$ cat src/hdl/mrc_pkg.sv
// shared types, constants and the crc step for the modbus reply checker
// no dependencies
package mrc_pkg;

  typedef enum logic [2:0] {
    ST_OK         = 3'd0,
    ST_TOO_SHORT  = 3'd1,
    ST_BAD_ADDR   = 3'd2,
    ST_EXCEPTION  = 3'd3,
    ST_CRC_ERR    = 3'd4,
    ST_DATA_SHORT = 3'd5
  } status_t;

  localparam int unsigned NUM_REGS  = 7;
  localparam int unsigned REG_BYTES = 2 * NUM_REGS;
  localparam int unsigned HDR_BYTES = 3;
  localparam int unsigned OUT_W     = 136;

  localparam logic [7:0]  MIN_FRAME_LEN  = 8'd5;
  localparam logic [7:0]  FULL_FRAME_LEN = 8'd19;
  localparam logic [7:0]  MAX_COUNT      = 8'hFF;
  localparam logic [7:0]  EXC_FLAG       = 8'h80;
  localparam logic [15:0] CRC_INIT       = 16'hFFFF;
  localparam logic [15:0] CRC_POLY       = 16'hA001;
  localparam logic [7:0]  SLAVE_ADDR_RST = 8'd1;

  typedef enum logic {
    REG_SLAVE_ADDR = 1'b0
  } reg_index_t;

  typedef struct packed {
    logic [7:0] rx_byte;
    logic       last;
  } in_item_t;

  // last field in the lowest bits
  typedef struct packed {
    logic [4:0]                 pad;
    logic [NUM_REGS-1:0][15:0]  regs;
    logic [7:0]                 frame_length;
    logic [7:0]                 exception_code;
    status_t                    status;
  } result_t;

  // reflected crc-16/modbus, one byte unrolled over eight bit steps
  function automatic logic [15:0] crc_feed(input logic [15:0] crc_in, input logic [7:0] b);
    logic [15:0] c;
    c = crc_in ^ {8'h00, b};
    for (int i = 0; i < 8; i++) begin
      if (c[0]) begin
        c = (c >> 1) ^ CRC_POLY;
      end else begin
        c = c >> 1;
      end
    end
    return c;
  endfunction

endpackage

$ cat src/hdl/mrc_frame_check.sv
// per-frame state, crc, verdict and result register of the modbus reply checker
// depends on mrc_pkg
module mrc_frame_check
  import mrc_pkg::*;
(
  input  logic       clk,
  input  logic       rst,
  input  logic [7:0] slave_address,
  input  logic       q_valid,
  input  in_item_t   q_item,
  output logic       q_take,
  output logic       out_valid,
  input  logic       out_ready,
  output result_t    out_result
);

  logic [7:0]  rx_count;
  logic [15:0] crc;
  logic [7:0]  held_0;
  logic [7:0]  held_1;
  logic [HDR_BYTES-1:0][7:0] header;
  logic [REG_BYTES-1:0][7:0] reg_bytes;

  logic [7:0]  count_next;
  logic [15:0] crc_next;
  logic [15:0] rx_crc;
  logic [7:0]  rel_pos;
  logic [3:0]  reg_idx;
  logic        in_reg_span;
  status_t     status_next;
  result_t     result_next;

  assign q_take = q_valid && (!out_valid || out_ready);

  always_comb begin
    count_next  = (rx_count == MAX_COUNT) ? MAX_COUNT : rx_count + 8'd1;
    crc_next    = (rx_count >= 8'd2) ? crc_feed(crc, held_0) : crc;
    rx_crc      = {q_item.rx_byte, held_1};
    rel_pos     = rx_count - 8'(HDR_BYTES);
    reg_idx     = rel_pos[3:0];
    in_reg_span = (rx_count >= 8'(HDR_BYTES)) &&
                  (rx_count < 8'(HDR_BYTES + REG_BYTES));

    // header and register bytes are complete whenever they are consulted
    if (count_next < MIN_FRAME_LEN) begin
      status_next = ST_TOO_SHORT;
    end else if (header[0] != slave_address) begin
      status_next = ST_BAD_ADDR;
    end else if ((header[1] & EXC_FLAG) != 8'h00) begin
      status_next = ST_EXCEPTION;
    end else if (rx_crc != crc_next) begin
      status_next = ST_CRC_ERR;
    end else if (count_next < FULL_FRAME_LEN) begin
      status_next = ST_DATA_SHORT;
    end else begin
      status_next = ST_OK;
    end

    result_next                = '0;
    result_next.status         = status_next;
    result_next.frame_length   = count_next;
    result_next.exception_code = (status_next == ST_EXCEPTION) ? header[2] : 8'h00;
    for (int k = 0; k < NUM_REGS; k++) begin
      if (status_next == ST_OK) begin
        result_next.regs[k] = {reg_bytes[2*k], reg_bytes[2*k+1]};
      end
    end
  end

  always_ff @(posedge clk) begin
    if (rst) begin
      rx_count   <= '0;
      crc        <= CRC_INIT;
      held_0     <= '0;
      held_1     <= '0;
      header     <= '0;
      reg_bytes  <= '0;
      out_valid  <= 1'b0;
    end else begin
      if (q_take && q_item.last) begin
        out_valid <= 1'b1;
      end else if (out_ready) begin
        out_valid <= 1'b0;
      end

      if (q_take) begin
        if (q_item.last) begin
          // frame done, back to the idle frame state
          rx_count   <= '0;
          crc        <= CRC_INIT;
          held_0     <= '0;
          held_1     <= '0;
          header     <= '0;
          reg_bytes  <= '0;
        end else begin
          rx_count   <= count_next;
          crc        <= crc_next;
          held_0     <= held_1;
          held_1     <= q_item.rx_byte;
          for (int i = 0; i < HDR_BYTES; i++) begin
            if (rx_count == 8'(i)) begin
              header[i] <= q_item.rx_byte;
            end
          end
          for (int j = 0; j < REG_BYTES; j++) begin
            if (in_reg_span && reg_idx == 4'(j)) begin
              reg_bytes[j] <= q_item.rx_byte;
            end
          end
        end
      end
    end
  end

  always_ff @(posedge clk) begin
    if (q_take && q_item.last) begin
      out_result <= result_next;
    end
  end

endmodule

$ cat config.mk
export PLATFORM = sky130hd
export DESIGN_NAME = mrc_frame_check
export DESIGN_NICKNAME = d
export VERILOG_FILES = /design/src/hdl/mrc_pkg.sv /design/src/hdl/mrc_frame_check.sv
export SDC_FILE = /design/constraint.sdc
export NUM_CORES = 1
export LEC_CHECK = 0
export BUFFER_PORTS_ARGS = -buffer_cell sky130_fd_sc_hd__buf_2
export CAP_MARGIN = 40
export CORE_MARGIN = 2
export CORE_UTILIZATION = 35
export CTS_CLUSTER_DIAMETER = 30
export DETAILED_ROUTE_END_ITERATION = 6
export HOLD_SLACK_MARGIN = 0.12
export PLACE_DENSITY = 0.5
export SLEW_MARGIN = 20
export SYNTH_ARGS = -nofsm -noshare
export SYNTH_HDL_FRONTEND = slang
export SYNTH_SLANG_ARGS = --single-unit
export TNS_END_PERCENT = 5
$ cat constraint.sdc
create_clock -name clk -period 5.6 [get_ports clk]
set_input_delay 0.28 -clock clk [delete_from_list [all_inputs] [get_ports clk]]
set_output_delay 0.28 -clock clk [all_outputs]
set_load 0.02 [all_outputs]
### Yosys cells after proc, flatten, opt, wreduce, memory -nomap -nowiden

Index checks and enable logic that the tools add are counted.
W data, S select, Z words.

| storage, ports and cells | value |
|---|---|
| bits of input ports | 21 |
| output and inout bits | 138 |
| word-level logic and storage cells | 164 |
| flip-flop bits (word level) | 308 |

| cells by class | value |
|---|---|
| bitwise logic cells | 9 |
| eq/ne operators | 19 |
| add/sub/neg operators | 2 |
| reductions and logical operators | 57 |
| order comparisons | 5 |
| mux-type cells | 40 |

Operator list:

| operator | count |
|---|---|
| $mux W8 | 21 |
| $mux W16 | 10 |
| $mux W112 | 1 |
| $reduce_bool A2 Y1 | 18 |
| $reduce_and A2 Y1 | 17 |
| $eq A4 B4 Y1 const B | 6 |
| $mux W24 | 1 |
| $not A2 Y3 | 8 |
| $logic_and A1 B1 Y1 | 17 |
| $eq A4 B3 Y1 const B | 4 |
| $ge A8 B2 Y1 const B | 2 |
| $lt A8 B5 Y1 const B | 2 |
| $ne A16 B16 Y1 | 1 |
| $xor A16 B8 Y16 | 1 |
| $mux W3 | 5 |
| $add A8 B1 Y8 const B | 1 |
| $eq A4 B2 Y1 const B | 2 |
| $eq A8 B1 Y1 const B | 1 |
| $eq A8 B2 Y1 const B | 1 |
| $eq A8 B8 Y1 const B | 1 |
| $logic_not A8 Y1 | 1 |
| $lt A8 B3 Y1 const B | 1 |
| $ne A8 B8 Y1 | 1 |
| $eq A4 B1 Y1 const B | 1 |
| other kinds (7) | 8 |

### Logic depth before layout (Yosys ltp)

Gate-level depths: netlist of the first run.

| logic depth | value |
|---|---|
| depth after elaboration | 24 |
| depth in mapped cells | 13 |

### Least setup slack after synthesis of the first run

Ideal clock, no wire load.

| timing path | value |
|---|---|
| kind | reg-to-reg |
| from | register out_valid |
| to | register crc[11] |
| stages on the path, launching flop included | 9 |
| path slack | 1221 ps |
| data arrival time | 4300 ps |
| cell sequence | dfxtp_1 -> nand2b_1 -> nand2_1 -> clkinv_1 -> nand2_1 -> inv_1 -> nor2_1 -> clkbuf_1 -> o211ai_1 |

| on the way | value |
|---|---|
| cells in the longest elaborated chain, start to end | 3 |

RTL lines:

| element | line | source |
|---|---|---|
| from (decl) | mrc_frame_check.sv:12 | `output logic out_valid,` |
| from (signal assigned) | mrc_frame_check.sv:78 | `out_valid <= 1'b0;` |
| from (signal assigned) | mrc_frame_check.sv:81 | `out_valid <= 1'b1;` |
| from (signal assigned) | mrc_frame_check.sv:83 | `out_valid <= 1'b0;` |
| $logic_not A1 Y1 | mrc_frame_check.sv:33 | `assign q_take = q_valid && (!out_valid \|\| out_ready);` |
| $logic_or A1 B1 Y1 | mrc_frame_check.sv:33 |  |
| $logic_and A1 B1 Y1 | mrc_frame_check.sv:33 |  |
| to (signal assigned) | mrc_frame_check.sv:97 | `crc <= crc_next;` |
| to (decl) | mrc_frame_check.sv:18 | `logic [15:0] crc;` |

No other way between the ends.
A chain may end at the register's enable or synchronous reset.

### Worst setup path after layout of the first run

| timing path | value |
|---|---|
| from | register rx_count[1] |
| to | register out_result[117] in the netlist's numbering, data pin |

| on the way | value |
|---|---|
| cells in the longest elaborated chain, start to end | 9 |

RTL lines:

| element | line | source |
|---|---|---|
| from (decl) | mrc_frame_check.sv:17 | `logic [7:0] rx_count;` |
| from (signal assigned) | mrc_frame_check.sv:96 | `rx_count <= count_next;` |
| $add A8 B1 Y8 / $eq A8 B8 Y1 (equally long branches) | mrc_frame_check.sv:36 | `count_next = (rx_count == MAX_COUNT) ? MAX_COUNT : rx_count + 8'd1;` |
| $mux W8 | mrc_frame_check.sv:36 |  |
| $lt A8 B5 Y1 | mrc_frame_check.sv:53 | `end else if (count_next < FULL_FRAME_LEN) begin` |
| $mux W3 | mrc_frame_check.sv:53 |  |
| $mux W3 | mrc_frame_check.sv:51 | `end else if (rx_crc != crc_next) begin` |
| $mux W3 | mrc_frame_check.sv:49 | `end else if ((header[1] & EXC_FLAG) != 8'h00) begin` |
| $mux W3 | mrc_frame_check.sv:47 | `end else if (header[0] != slave_address) begin` |
| $mux W3 * | mrc_frame_check.sv:45 | `if (count_next < MIN_FRAME_LEN) begin` |
| $logic_not A3 Y1 * | mrc_frame_check.sv:64 | `if (status_next == ST_OK) begin` |
| to (signal assigned) | mrc_frame_check.sv:117 | `out_result <= result_next;` |
| to (decl) | mrc_frame_check.sv:14 | `output result_t out_result` |

Every way passes the cells marked *; elsewhere a longest branch is shown, timed or not.

==> results of run 1 <==
-- tightest hold or removal path, stage by stage --
cell and delay [ns]:
sky130_fd_sc_hd__buf_2 0.13, sky130_fd_sc_hd__nand2b_1 0.09, sky130_fd_sc_hd__nor2_1 0.10, sky130_fd_sc_hd__a31oi_1 0.04, sky130_fd_sc_hd__nor2_1 0.07
-- cell usage in the layout, fill, tap and decap left out, types with 4 or more instances in the layout --
cell	synthesis	layout
sky130_fd_sc_hd__nand3_1	144	144
sky130_fd_sc_hd__clkbuf_16	0	78
sky130_fd_sc_hd__dfxtp_1	170	170
sky130_fd_sc_hd__buf_2	15	153
sky130_fd_sc_hd__nor2_1	65	64
sky130_fd_sc_hd__nand2_1	175	174
sky130_fd_sc_hd__nor2b_1	9	9
sky130_fd_sc_hd__inv_1	123	122
sky130_fd_sc_hd__o211ai_1	12	12
sky130_fd_sc_hd__xor2_1	17	17
sky130_fd_sc_hd__buf_4	10	19
sky130_fd_sc_hd__nor3_1	8	8
sky130_fd_sc_hd__clkbuf_1	69	6
sky130_fd_sc_hd__ha_1	5	5
sky130_fd_sc_hd__clkinv_4	0	7
sky130_fd_sc_hd__and2_1	9	9
sky130_fd_sc_hd__xnor2_1	33	33
sky130_fd_sc_hd__o21ai_0	4	4
sky130_fd_sc_hd__edfxtp_1	131	131
sky130_fd_sc_hd__clkbuf_8	0	8
sky130_fd_sc_hd__conb_1	1	5
sky130_fd_sc_hd__clkinvlp_4	0	7
sky130_fd_sc_hd__bufinv_16	0	11
sky130_fd_sc_hd__a22oi_1	8	8
sky130_fd_sc_hd__a31oi_1	15	15
sky130_fd_sc_hd__nor4_1	46	46
sky130_fd_sc_hd__nand4_1	8	8
sky130_fd_sc_hd__nor4_2	71	71
sky130_fd_sc_hd__nand3b_1	9	9
sky130_fd_sc_hd__inv_6	0	5
sky130_fd_sc_hd__clkinv_2	0	10
sky130_fd_sc_hd__mux2i_1	5	5
sky130_fd_sc_hd__a21oi_1	141	141
sky130_fd_sc_hd__nand2b_1	9	9
sky130_fd_sc_hd__xnor3_1	7	7
sky130_fd_sc_hd__buf_12	0	7
-- cell type report --
type | count | area, um^2
Sequential cell | 301 | 7337
Clock buffer | 91 | 2071
Clock inverter | 42 | 545.5
Fill cell | 3585 | 20410
Multi-Input combinational cell | 839 | 5174
Timing Repair Buffer | 183 | 1115
Inverter | 124 | 467.9
Tap cell | 511 | 639.4
-- cells by family after synthesis --
family / count (synthesis)
AND/OR/NAND/NOR: 566
flip-flops: 301
buffers and inverters: 230
AO/OA/AOI/OAI: 198
XOR/XNOR: 60
adder cells (fa/ha/maj): 5
multiplexers: 5
other: 1
-- per-layer routing --
metal / up-vias / track usage
met5: - / 0
met2: 261 / 0.3131
li1: 5097 / -
met4: 0 / 0.07654
met1: 4984 / 0.2471
met3: 75 / 0.03562
-- through the flow --
step | hold WS [ns] | worst slack (ns)
6_report | 0.1918 | 1.592
5_1_grt | 0.2117 | 1.334
4_1_cts | 0.1619 | 1.321
3_5_place_dp | 0.4582 | 1.328
3_3_place_gp | 0.4536 | 1.357
2_1_floorplan | 0.4433 | 1.221
-- final timing paths --
path               startpoint               to
setup / recovery  rx_count[1]  out_result[117]
hold / removal      q_item[1]       header[16]
setup reg to reg  rx_count[1]  out_result[117]
hold reg to reg     held_0[5]        held_0[5]
-- power breakdown --
group,internal (mW),switching [mW]
logic,0.0933,0.231
clock network,3.12,1.31
registers,2.35,0.0253
total,5.56,1.57
-- registers in the layout, indices dropped and copies added, names as in the netlist --
name,flops
reg_bytes,112
out_valid,1
held_0,8
held_1,8
rx_count,8
out_result,131
header,17
crc,16
==> flow_summary.html, run 1 <==
<table>
<tr><th>Metric</th><th>Value</th></tr>
<tr><th colspan="2">Status</th></tr>
<tr><td>Result of the run</td><td>finished, final reports clean</td></tr>
<tr><th colspan="2">Critical path</th></tr>
<tr><td>Critical Path Max Stage Delay</td><td>around 0.56 ns</td></tr>
<tr><td>Master of the slowest instance on the critical path</td><td>sky130_fd_sc_hd__dfxtp_1</td></tr>
<tr><td>Kind of start point of the critical path</td><td>flop</td></tr>
<tr><td>Endpoint required time on the critical path</td><td>approximately 6.0 ns</td></tr>
<tr><td>Crit path max fanout</td><td>36</td></tr>
<tr><td>Sum of buffers and inverters on the critical path</td><td>4</td></tr>
<tr><td>Most numerous cell on the critical path</td><td>sky130_fd_sc_hd__buf_4</td></tr>
<tr><td>R2R setup slack</td><td>around 1.6 ns</td></tr>
<tr><td>Instance count on the critical path</td><td>10</td></tr>
<tr><td>Classification of the worst setup path</td><td>reg -&gt; reg</td></tr>
<tr><td>Number of cells on the worst reg-to-reg path</td><td>10</td></tr>
<tr><td>List of cells traversed by the critical path</td><td>ha_1 &gt; nor4_4 &gt; clkbuf_8 &gt; or4_1 &gt; o21ai_1 &gt; nand4_4 &gt; buf_4 &gt; buf_4 &gt; buf_12 &gt; nor4_2</td></tr>
<tr><td>Arrival time worst endpoint</td><td>between 4 and 5 ns</td></tr>
<tr><td>Crit. End Element</td><td>flop</td></tr>
<tr><td>Dominant delay contributor by cell family on the critical path</td><td>simple AND/OR/NAND/NOR gates</td></tr>
<tr><th colspan="2">Power and ir drop</th></tr>
<tr><td>Static power due to leakage</td><td>5.786 nW</td></tr>
<tr><td>Power Total</td><td>about 7 mW</td></tr>
<tr><td>P per Cell Area</td><td>410.7 mW/mm^2</td></tr>
<tr><td>Worst VDD drop</td><td>160.9 uV</td></tr>
<tr><th colspan="2">Route</th></tr>
<tr><td>Vias</td><td>10.42k</td></tr>
<tr><td>Number of iterations in the first detailed-routing pass</td><td>5</td></tr>
<tr><td>Total Routed Length</td><td>around 38 mm</td></tr>
<tr><td>Met2 wirelength from detailed routing</td><td>approximately 18 mm</td></tr>
<tr><td>1st-iter DRT viols</td><td>594</td></tr>
<tr><td>Highest metal used</td><td>met4</td></tr>
<tr><td>Final antenna-violating net count</td><td>0</td></tr>
<tr><td>Metal3 WL</td><td>1.809 mm</td></tr>
<tr><td>Avg WL per Cell</td><td>18.02 um</td></tr>
<tr><td>Metal-1 WL</td><td>16.95 mm</td></tr>
<tr><td>Avg Vias per Cell</td><td>~5.0</td></tr>
<tr><td>Residual DRC count</td><td>0</td></tr>
<tr><th colspan="2">Clocking</th></tr>
<tr><td>Count of cells resized by post-cts repair</td><td>0</td></tr>
<tr><td>Clock slew at reported path FFs</td><td>about 0.040 ns</td></tr>
<tr><td>Clock sinks</td><td>between 300 and 400</td></tr>
<tr><td>TritonCTS buffer count</td><td>72</td></tr>
<tr><td>Clock insertion delay at the later pin of the skew report</td><td>0.57 ns</td></tr>
<tr><td>Maximum clock path buffer count</td><td>3</td></tr>
<tr><td>Total of hold buffers inserted after clock tree synthesis</td><td>1</td></tr>
<tr><td>Post-CTS setup-driven buffer insertion count</td><td>0</td></tr>
<tr><td>Buffer type at the clock tree root</td><td>sky130_fd_sc_hd__clkbuf_16</td></tr>
<tr><td>Max H-tree Level</td><td>3</td></tr>
<tr><td>TritonCTS clock tree</td><td>built</td></tr>
<tr><th colspan="2">Yosys</th></tr>
<tr><td>Number of enable-type register cells in the synthesized netlist</td><td>approximately 130</td></tr>
<tr><td>Commonest cells post-synth</td><td>sky130_fd_sc_hd__nand2_1, sky130_fd_sc_hd__dfxtp_1, sky130_fd_sc_hd__nand3_1, sky130_fd_sc_hd__a21oi_1, sky130_fd_sc_hd__edfxtp_1</td></tr>
<tr><td>Synthesized-area fraction occupied by adder cells</td><td>0.004659</td></tr>
<tr><td>Fraction of synthesized area in multiplexers</td><td>0.003727</td></tr>
<tr><td>Synthesized netlist cell count</td><td>around 1.4k</td></tr>
<tr><td>Mean instance size in the synthesized netlist</td><td>between 9 and 10 um^2</td></tr>
<tr><td>Sequential cell area fraction in the yosys report</td><td>0.5464</td></tr>
<tr><td>Yosys top cell area share</td><td>0.2929</td></tr>
<tr><td>Most used flip-flop cell after synthesis</td><td>sky130_fd_sc_hd__dfxtp_1</td></tr>
<tr><td>Largest cells by area after synthesis</td><td>sky130_fd_sc_hd__edfxtp_1, sky130_fd_sc_hd__dfxtp_1, sky130_fd_sc_hd__nor4_2</td></tr>
<tr><td>Leading area contributor after synthesis</td><td>sky130_fd_sc_hd__edfxtp_1</td></tr>
<tr><td>Flop and latch count out of synthesis</td><td>roughly 300</td></tr>
<tr><td>Async set or reset register ratio after synthesis</td><td>0</td></tr>
<tr><td>Post-synthesis xor/xnor area fraction</td><td>0.04938</td></tr>
<tr><td>Synth Cell Area</td><td>~0.013 mm^2</td></tr>
<tr><td>Dominant combinational cell family by area after synthesis</td><td>simple AND/OR/NAND/NOR gates</td></tr>
<tr><td>Area share of and/or/nand/nor cells after synthesis</td><td>0.2412</td></tr>
<tr><td>Dominant cell by count in the synthesized netlist</td><td>sky130_fd_sc_hd__nand2_1</td></tr>
<tr><td>Compound-gate portion of the synthesized area</td><td>0.08255</td></tr>
<tr><td>Post-synth cell types</td><td>56</td></tr>
<tr><td>Number of warnings reported in the yosys synthesis log</td><td>0</td></tr>
<tr><th colspan="2">STA</th></tr>
<tr><td>Final critical path time including I/O delays and setup</td><td>4.008 ns</td></tr>
<tr><td>Slew at the pin closest to its max-slew limit</td><td>roughly 0.8 ns</td></tr>
<tr><td>Share of the clock period used by the worst path</td><td>0.7157</td></tr>
<tr><td>Number of hold violations in the final report</td><td>0</td></tr>
<tr><td>Setup repair after global routing missed its margin</td><td>no</td></tr>
<tr><td>Setup TNS</td><td>0 ns</td></tr>
<tr><td>Fin Clk Skew</td><td>approximately 0.021 ns</td></tr>
<tr><td>Number of max-slew violations in the final report</td><td>0</td></tr>
<tr><td>Number of setup violations in the final report</td><td>0</td></tr>
<tr><td>F_max</td><td>0.2495 GHz</td></tr>
<tr><td>Worst slew margin relative to its limit</td><td>0.4722</td></tr>
<tr><th colspan="2">Floorplan</th></tr>
<tr><td>Overall die height</td><td>199.9 um</td></tr>
<tr><td>Chip width</td><td>~200 um</td></tr>
<tr><td>Area inside the core boundary</td><td>0.03776 mm^2</td></tr>
<tr><td>Total die area</td><td>~0.040 mm^2</td></tr>
<tr><td>Effective utilization at floorplan</td><td>0.3557</td></tr>
<tr><td>I/O pin count</td><td>roughly 160</td></tr>
<tr><td>Placement Rows</td><td>71</td></tr>
<tr><th colspan="2">Finish</th></tr>
<tr><td>Share of post-route cells with drive strength above 1</td><td>0.2456</td></tr>
<tr><td>Final Util</td><td>0.4595</td></tr>
<tr><td>Post-synthesis to final-layout area growth</td><td>29.19%</td></tr>
<tr><td>Final design instance area without fill</td><td>0.01735 mm^2</td></tr>
<tr><td>Number of inserted diodes</td><td>0</td></tr>
<tr><td># nets final</td><td>approximately 1.5k</td></tr>
<tr><td>Final standard cell count with taps included and fillers excluded</td><td>between 2k and 2.5k</td></tr>
<tr><th colspan="2">Place</th></tr>
<tr><td>Area of placed instances</td><td>0.01467 mm^2</td></tr>
<tr><td>Placed cells</td><td>roughly 2.0k</td></tr>
<tr><td>HPWL after detailed placement</td><td>between 20 and 25 mm</td></tr>
<tr><td>Final GP Congestion</td><td>0.8300</td></tr>
<tr><td>Number of buffer cells added on primary ports</td><td>around 150</td></tr>
<tr><th colspan="2">GRT</th></tr>
<tr><td>Via count of the first global-routing pass</td><td>10.32k</td></tr>
<tr><td>Sum of overflow across all layers after global routing</td><td>0</td></tr>
<tr><td>Gr usage total</td><td>0.1902</td></tr>
<tr><td>Antenna violations before repair</td><td>0</td></tr>
<tr><td>Wire length of the first global-routing pass</td><td>58.58 mm</td></tr>
<tr><td>Pin count of the biggest net entering global routing</td><td>roughly 110</td></tr>
<tr><th colspan="2">Worst hold path</th></tr>
<tr><td>Class of the most critical hold timing path</td><td>in -&gt; reg</td></tr>
<tr><td>Hold path cells</td><td>5</td></tr>
<tr><th colspan="2">Flow run</th></tr>
<tr><td>Max Cap Violations</td><td>0</td></tr>
</table>
(Power assumes the default switching activity.)
==> run 2, diff against run 1 <==
--- a/config.mk
+++ b/config.mk
@@ -12,7 +12,7 @@
 export CTS_CLUSTER_DIAMETER = 30
 export DETAILED_ROUTE_END_ITERATION = 6
 export HOLD_SLACK_MARGIN = 0.12
-export PLACE_DENSITY = 0.5
+export PLACE_DENSITY = 0.52
 export SLEW_MARGIN = 20
 export SYNTH_ARGS = -nofsm -noshare
 export SYNTH_HDL_FRONTEND = slang
==> constraint.sdc (replaced) <==
create_clock -name clk -period 3.31 [get_ports clk]
set_input_delay 0.1655 -clock clk [delete_from_list [all_inputs] [get_ports clk]]
set_output_delay 0.1655 -clock clk [all_outputs]
set_load 0.02 [all_outputs]
==> run 2 against run 1 <==
Net effect: sequential share of layout area down 0.28 points; power up 63%; sequential power up 69%; clock-buffer cell count up 6; via count up 1.6%; combinational power up 73%; sequential cell count unchanged; clock power up 58%; non-clock buffer count up 26; cell count up 1.6%; setup slack worse by 1.4 ns; final area up 0.71%; critical endpoint is now out_result[80]; largest power group unchanged.
==> flow_summary.html, run 2 (synthesis gave the netlist of run 1 again) <==
<table>
<tr><th>Metric</th><th>Value</th></tr>
<tr><th colspan="2">Status</th></tr>
<tr><td>Result of the run</td><td>finished, final reports clean</td></tr>
<tr><th colspan="2">Clocking</th></tr>
<tr><td>Max H-tree Level</td><td>3</td></tr>
<tr><td>Clock insertion delay at the later pin of the skew report</td><td>about 0.57 ns</td></tr>
<tr><td>Buffer type at the clock tree root</td><td>sky130_fd_sc_hd__clkbuf_16</td></tr>
<tr><td>TritonCTS buffer count</td><td>75</td></tr>
<tr><td>Clock slew at reported path FFs</td><td>roughly 0.050 ns</td></tr>
<tr><td>Maximum clock path buffer count</td><td>3</td></tr>
<tr><td>Clock sinks</td><td>between 300 and 400</td></tr>
<tr><td>TritonCTS clock tree</td><td>built</td></tr>
<tr><th colspan="2">Worst hold path</th></tr>
<tr><td>Destination of the worst hold path</td><td>header[19]</td></tr>
<tr><td>Hold path cells</td><td>5</td></tr>
<tr><td>Class of the most critical hold timing path</td><td>in -&gt; reg</td></tr>
<tr><td>Worst Min Path Start</td><td>q_item[4]</td></tr>
<tr><th colspan="2">Place</th></tr>
<tr><td>Area of placed instances</td><td>between 0.01 and 0.015 mm^2</td></tr>
<tr><td>Final GP Congestion</td><td>about 0.83</td></tr>
<tr><td>Number of buffer cells added on primary ports</td><td>between 150 and 200</td></tr>
<tr><td>Post-placement setup slack</td><td>roughly 0.14 ns</td></tr>
<tr><td>HPWL after detailed placement</td><td>between 20 and 25 mm</td></tr>
<tr><th colspan="2">Finish</th></tr>
<tr><td># nets final</td><td>between 1.5k and 2k</td></tr>
<tr><td>Most common cell after layout, fill and taps aside</td><td>sky130_fd_sc_hd__nand2_1</td></tr>
<tr><td>Largest registers ranked by flip-flop count</td><td>out_result: 131 flops, reg_bytes: 112 flops, header: 17 flops</td></tr>
<tr><td>Post-synthesis to final-layout area growth</td><td>30.10%</td></tr>
<tr><td>Final design instance area without fill</td><td>0.01747 mm^2</td></tr>
<tr><td>Commonest cells after routing, fill and taps aside</td><td>sky130_fd_sc_hd__nand2_1, sky130_fd_sc_hd__dfxtp_1, sky130_fd_sc_hd__buf_2, sky130_fd_sc_hd__nand3_1, sky130_fd_sc_hd__a21oi_1</td></tr>
<tr><td>Largest reg by FF count</td><td>out_result</td></tr>
<tr><td>Share of post-route cells with drive strength above 1</td><td>0.2567</td></tr>
<tr><td>Flip-flop count of the largest register, all copies and words added</td><td>approximately 130</td></tr>
<tr><td>Number of inserted diodes</td><td>0</td></tr>
<tr><th colspan="2">Route</th></tr>
<tr><td>Residual DRC count</td><td>0</td></tr>
<tr><td>1st-iter DRT viols</td><td>694</td></tr>
<tr><td>Number of iterations in the first detailed-routing pass</td><td>5</td></tr>
<tr><td>Avg WL per Cell</td><td>between 15 and 20 um</td></tr>
<tr><td>Avg Vias per Cell</td><td>between 4 and 5</td></tr>
<tr><td>Final antenna-violating net count</td><td>0</td></tr>
<tr><td>Vias</td><td>10.58k</td></tr>
<tr><td>Total Routed Length</td><td>approximately 38 mm</td></tr>
<tr><th colspan="2">Floorplan</th></tr>
<tr><td>Total die area</td><td>roughly 0.04 mm^2</td></tr>
<tr><td>I/O pin count</td><td>about 160</td></tr>
<tr><td>Effective utilization at floorplan</td><td>0.3557</td></tr>
<tr><td>Placement Rows</td><td>71</td></tr>
<tr><td>Area inside the core boundary</td><td>between 0.03 and 0.04 mm^2</td></tr>
<tr><td>Chip width</td><td>around 200 um</td></tr>
<tr><td>Overall die height</td><td>around 200 um</td></tr>
<tr><th colspan="2">Power and ir drop</th></tr>
<tr><td>Fraction of power consumed by combinational cells</td><td>0.048</td></tr>
<tr><td>Clock network fraction of design power</td><td>0.606</td></tr>
<tr><td>Worst VDD drop</td><td>~330 uV</td></tr>
<tr><td>Static power due to leakage</td><td>~5.9 nW</td></tr>
<tr><td>Relative contribution of sequential cells to total power</td><td>0.346</td></tr>
<tr><td>Net switching power</td><td>2.752 mW</td></tr>
<tr><td>Internal cell power</td><td>8.832 mW</td></tr>
<tr><td>P per Cell Area</td><td>663.0 mW/mm^2</td></tr>
<tr><td>Sw Share</td><td>0.2376</td></tr>
<tr><th colspan="2">Flow run</th></tr>
<tr><td>Max Cap Violations</td><td>0</td></tr>
<tr><th colspan="2">GRT</th></tr>
<tr><td>Pin count of the biggest net entering global routing</td><td>95</td></tr>
<tr><td>Wire length of the first global-routing pass</td><td>around 60 mm</td></tr>
<tr><td>Via count of the first global-routing pass</td><td>approximately 10k</td></tr>
<tr><td>Antenna violations before repair</td><td>1</td></tr>
<tr><td>Sum of overflow across all layers after global routing</td><td>0</td></tr>
<tr><td>Gr usage total</td><td>0.1907</td></tr>
<tr><th colspan="2">STA</th></tr>
<tr><td>Setup repair after global routing missed its margin</td><td>no</td></tr>
<tr><td>Number of hold violations in the final report</td><td>0</td></tr>
<tr><td>Final critical path time including I/O delays and setup</td><td>roughly 3.1 ns</td></tr>
<tr><td>Worst slew margin relative to its limit</td><td>0.4181</td></tr>
<tr><td>Fin Clk Skew</td><td>~0.033 ns</td></tr>
<tr><td>Crit path setup slack, layout</td><td>about 0.23 ns</td></tr>
<tr><td>F_max</td><td>0.3250 GHz</td></tr>
<tr><td>Number of max-slew violations in the final report</td><td>0</td></tr>
<tr><td>Share of the clock period used by the worst path</td><td>0.9296</td></tr>
<tr><td>Slew at the pin closest to its max-slew limit</td><td>~0.87 ns</td></tr>
<tr><td>Number of setup violations in the final report</td><td>0</td></tr>
<tr><th colspan="2">Critical path</th></tr>
<tr><td>Kind of start point of the critical path</td><td>flop</td></tr>
<tr><td>Number of cells on the worst reg-to-reg path</td><td>9</td></tr>
<tr><td>Crit path max fanout</td><td>33</td></tr>
<tr><td>Endpoint required time on the critical path</td><td>approximately 3.6 ns</td></tr>
<tr><td>Worst R2R End</td><td>out_result[80]</td></tr>
<tr><td>R2R setup slack</td><td>~0.23 ns</td></tr>
<tr><td>Crit. End Element</td><td>flop</td></tr>
<tr><td>Classification of the worst setup path</td><td>reg -&gt; reg</td></tr>
<tr><td>Startpoint of the worst-slack reg-to-reg timing path</td><td>crc[0]</td></tr>
<tr><td>Arrival time worst endpoint</td><td>around 3.4 ns</td></tr>
</table>
==> run 2: cell count changes in the layout (fill, tap and decap cells not counted), sizes merged <==
cell,change
buf,+24
bufinv,-9
clkbuf,+5
clkinv,+2
clkinvlp,-1
dlygate4sd3,+3
inv,+9
==> run 2: how the worst max path moves through the flow <==
stage / start / to / slack [ns] / cells after the start
finish: crc[0] / out_result[80] / 0.23 / 9
global route: rx_count[7] / out_result[78] / 0.001 / 10
CTS: crc[0] / out_result[80] / 0.10 / 9
detailed placement: crc[0] / out_result[90] / 0.14 / 9
global placement: rx_count[7] / out_result[48] / 0.13 / 8
floorplan: out_valid / crc[9] / -0.21 / 8
==> run 2: power groups by stage <==
stage | clock network [mW] | logic (mW) | registers, mW
after detailed placement | 0 | 0.558 | 4.08
after CTS | 7.14 | 0.563 | 4.01
after global placement | 0 | 0.554 | 4.08
after global routing | 7.34 | 0.601 | 4.02
after floorplan | 0 | 0.252 | 4.17
final | 7.01 | 0.559 | 4.01
==> run 2: per-stage QoR <==
step	setup TNS (ns)	power [mW]	util	hold WS (ns)	cells
floorplan	-1.909	4.418	-	0.3475	1370
global placement	0	4.632	0.3947	0.4530	1977
detailed placement	0	4.636	0.3952	0.4587	1978
CTS	0	11.71	0.4622	0.1213	2122
global route	0	11.96	0.4628	0.1506	2124
finish	0	11.58	0.4628	0.1264	2124
==> run 2: critical path, cell delays in order, from the launching register on <==
cell,delay (ns)
sky130_fd_sc_hd__dfxtp_1,0.49
sky130_fd_sc_hd__xnor2_1,0.19
sky130_fd_sc_hd__xnor2_2,0.30
sky130_fd_sc_hd__xnor3_1,0.48
sky130_fd_sc_hd__xnor2_1,0.16
sky130_fd_sc_hd__or4_1,0.47
sky130_fd_sc_hd__nand3_4,0.13
sky130_fd_sc_hd__buf_12,0.21
sky130_fd_sc_hd__buf_12,0.27
sky130_fd_sc_hd__nor4_2,0.08
==> run 2: layer usage <==
layer  wire length (um)  vias to the layer above  GRT usage
met4                722                        0    0.07435
met1              17150                     5098     0.2518
met5                  0                        -          0
met3               1853                       47    0.03545
li1                   -                     5164          -
met2              17930                      274     0.3104
==> run 2: area by class of cell <==
cell class / count / area, um^2
tap: 511 / 639.4
clock buffer: 97 / 2115
fill: 3592 / 20280
multi-input combinational: 839 / 5194
inverter: 124 / 474.2
sequential: 301 / 7341
clock inverter: 43 / 372.9
timing repair buffer: 209 / 1336
==> run 2: what timing repair did <==
| item | 4_1_cts | 5_1_grt |
|---|---|---|
| endpoints found under the setup margin | 0 | 44 |
| setup buffers | 0 | 2 |
| hold buffers | 4 | 0 |
| resized for setup | 0 | 1 |
| endpoints found under the hold margin | 36 | 0 |
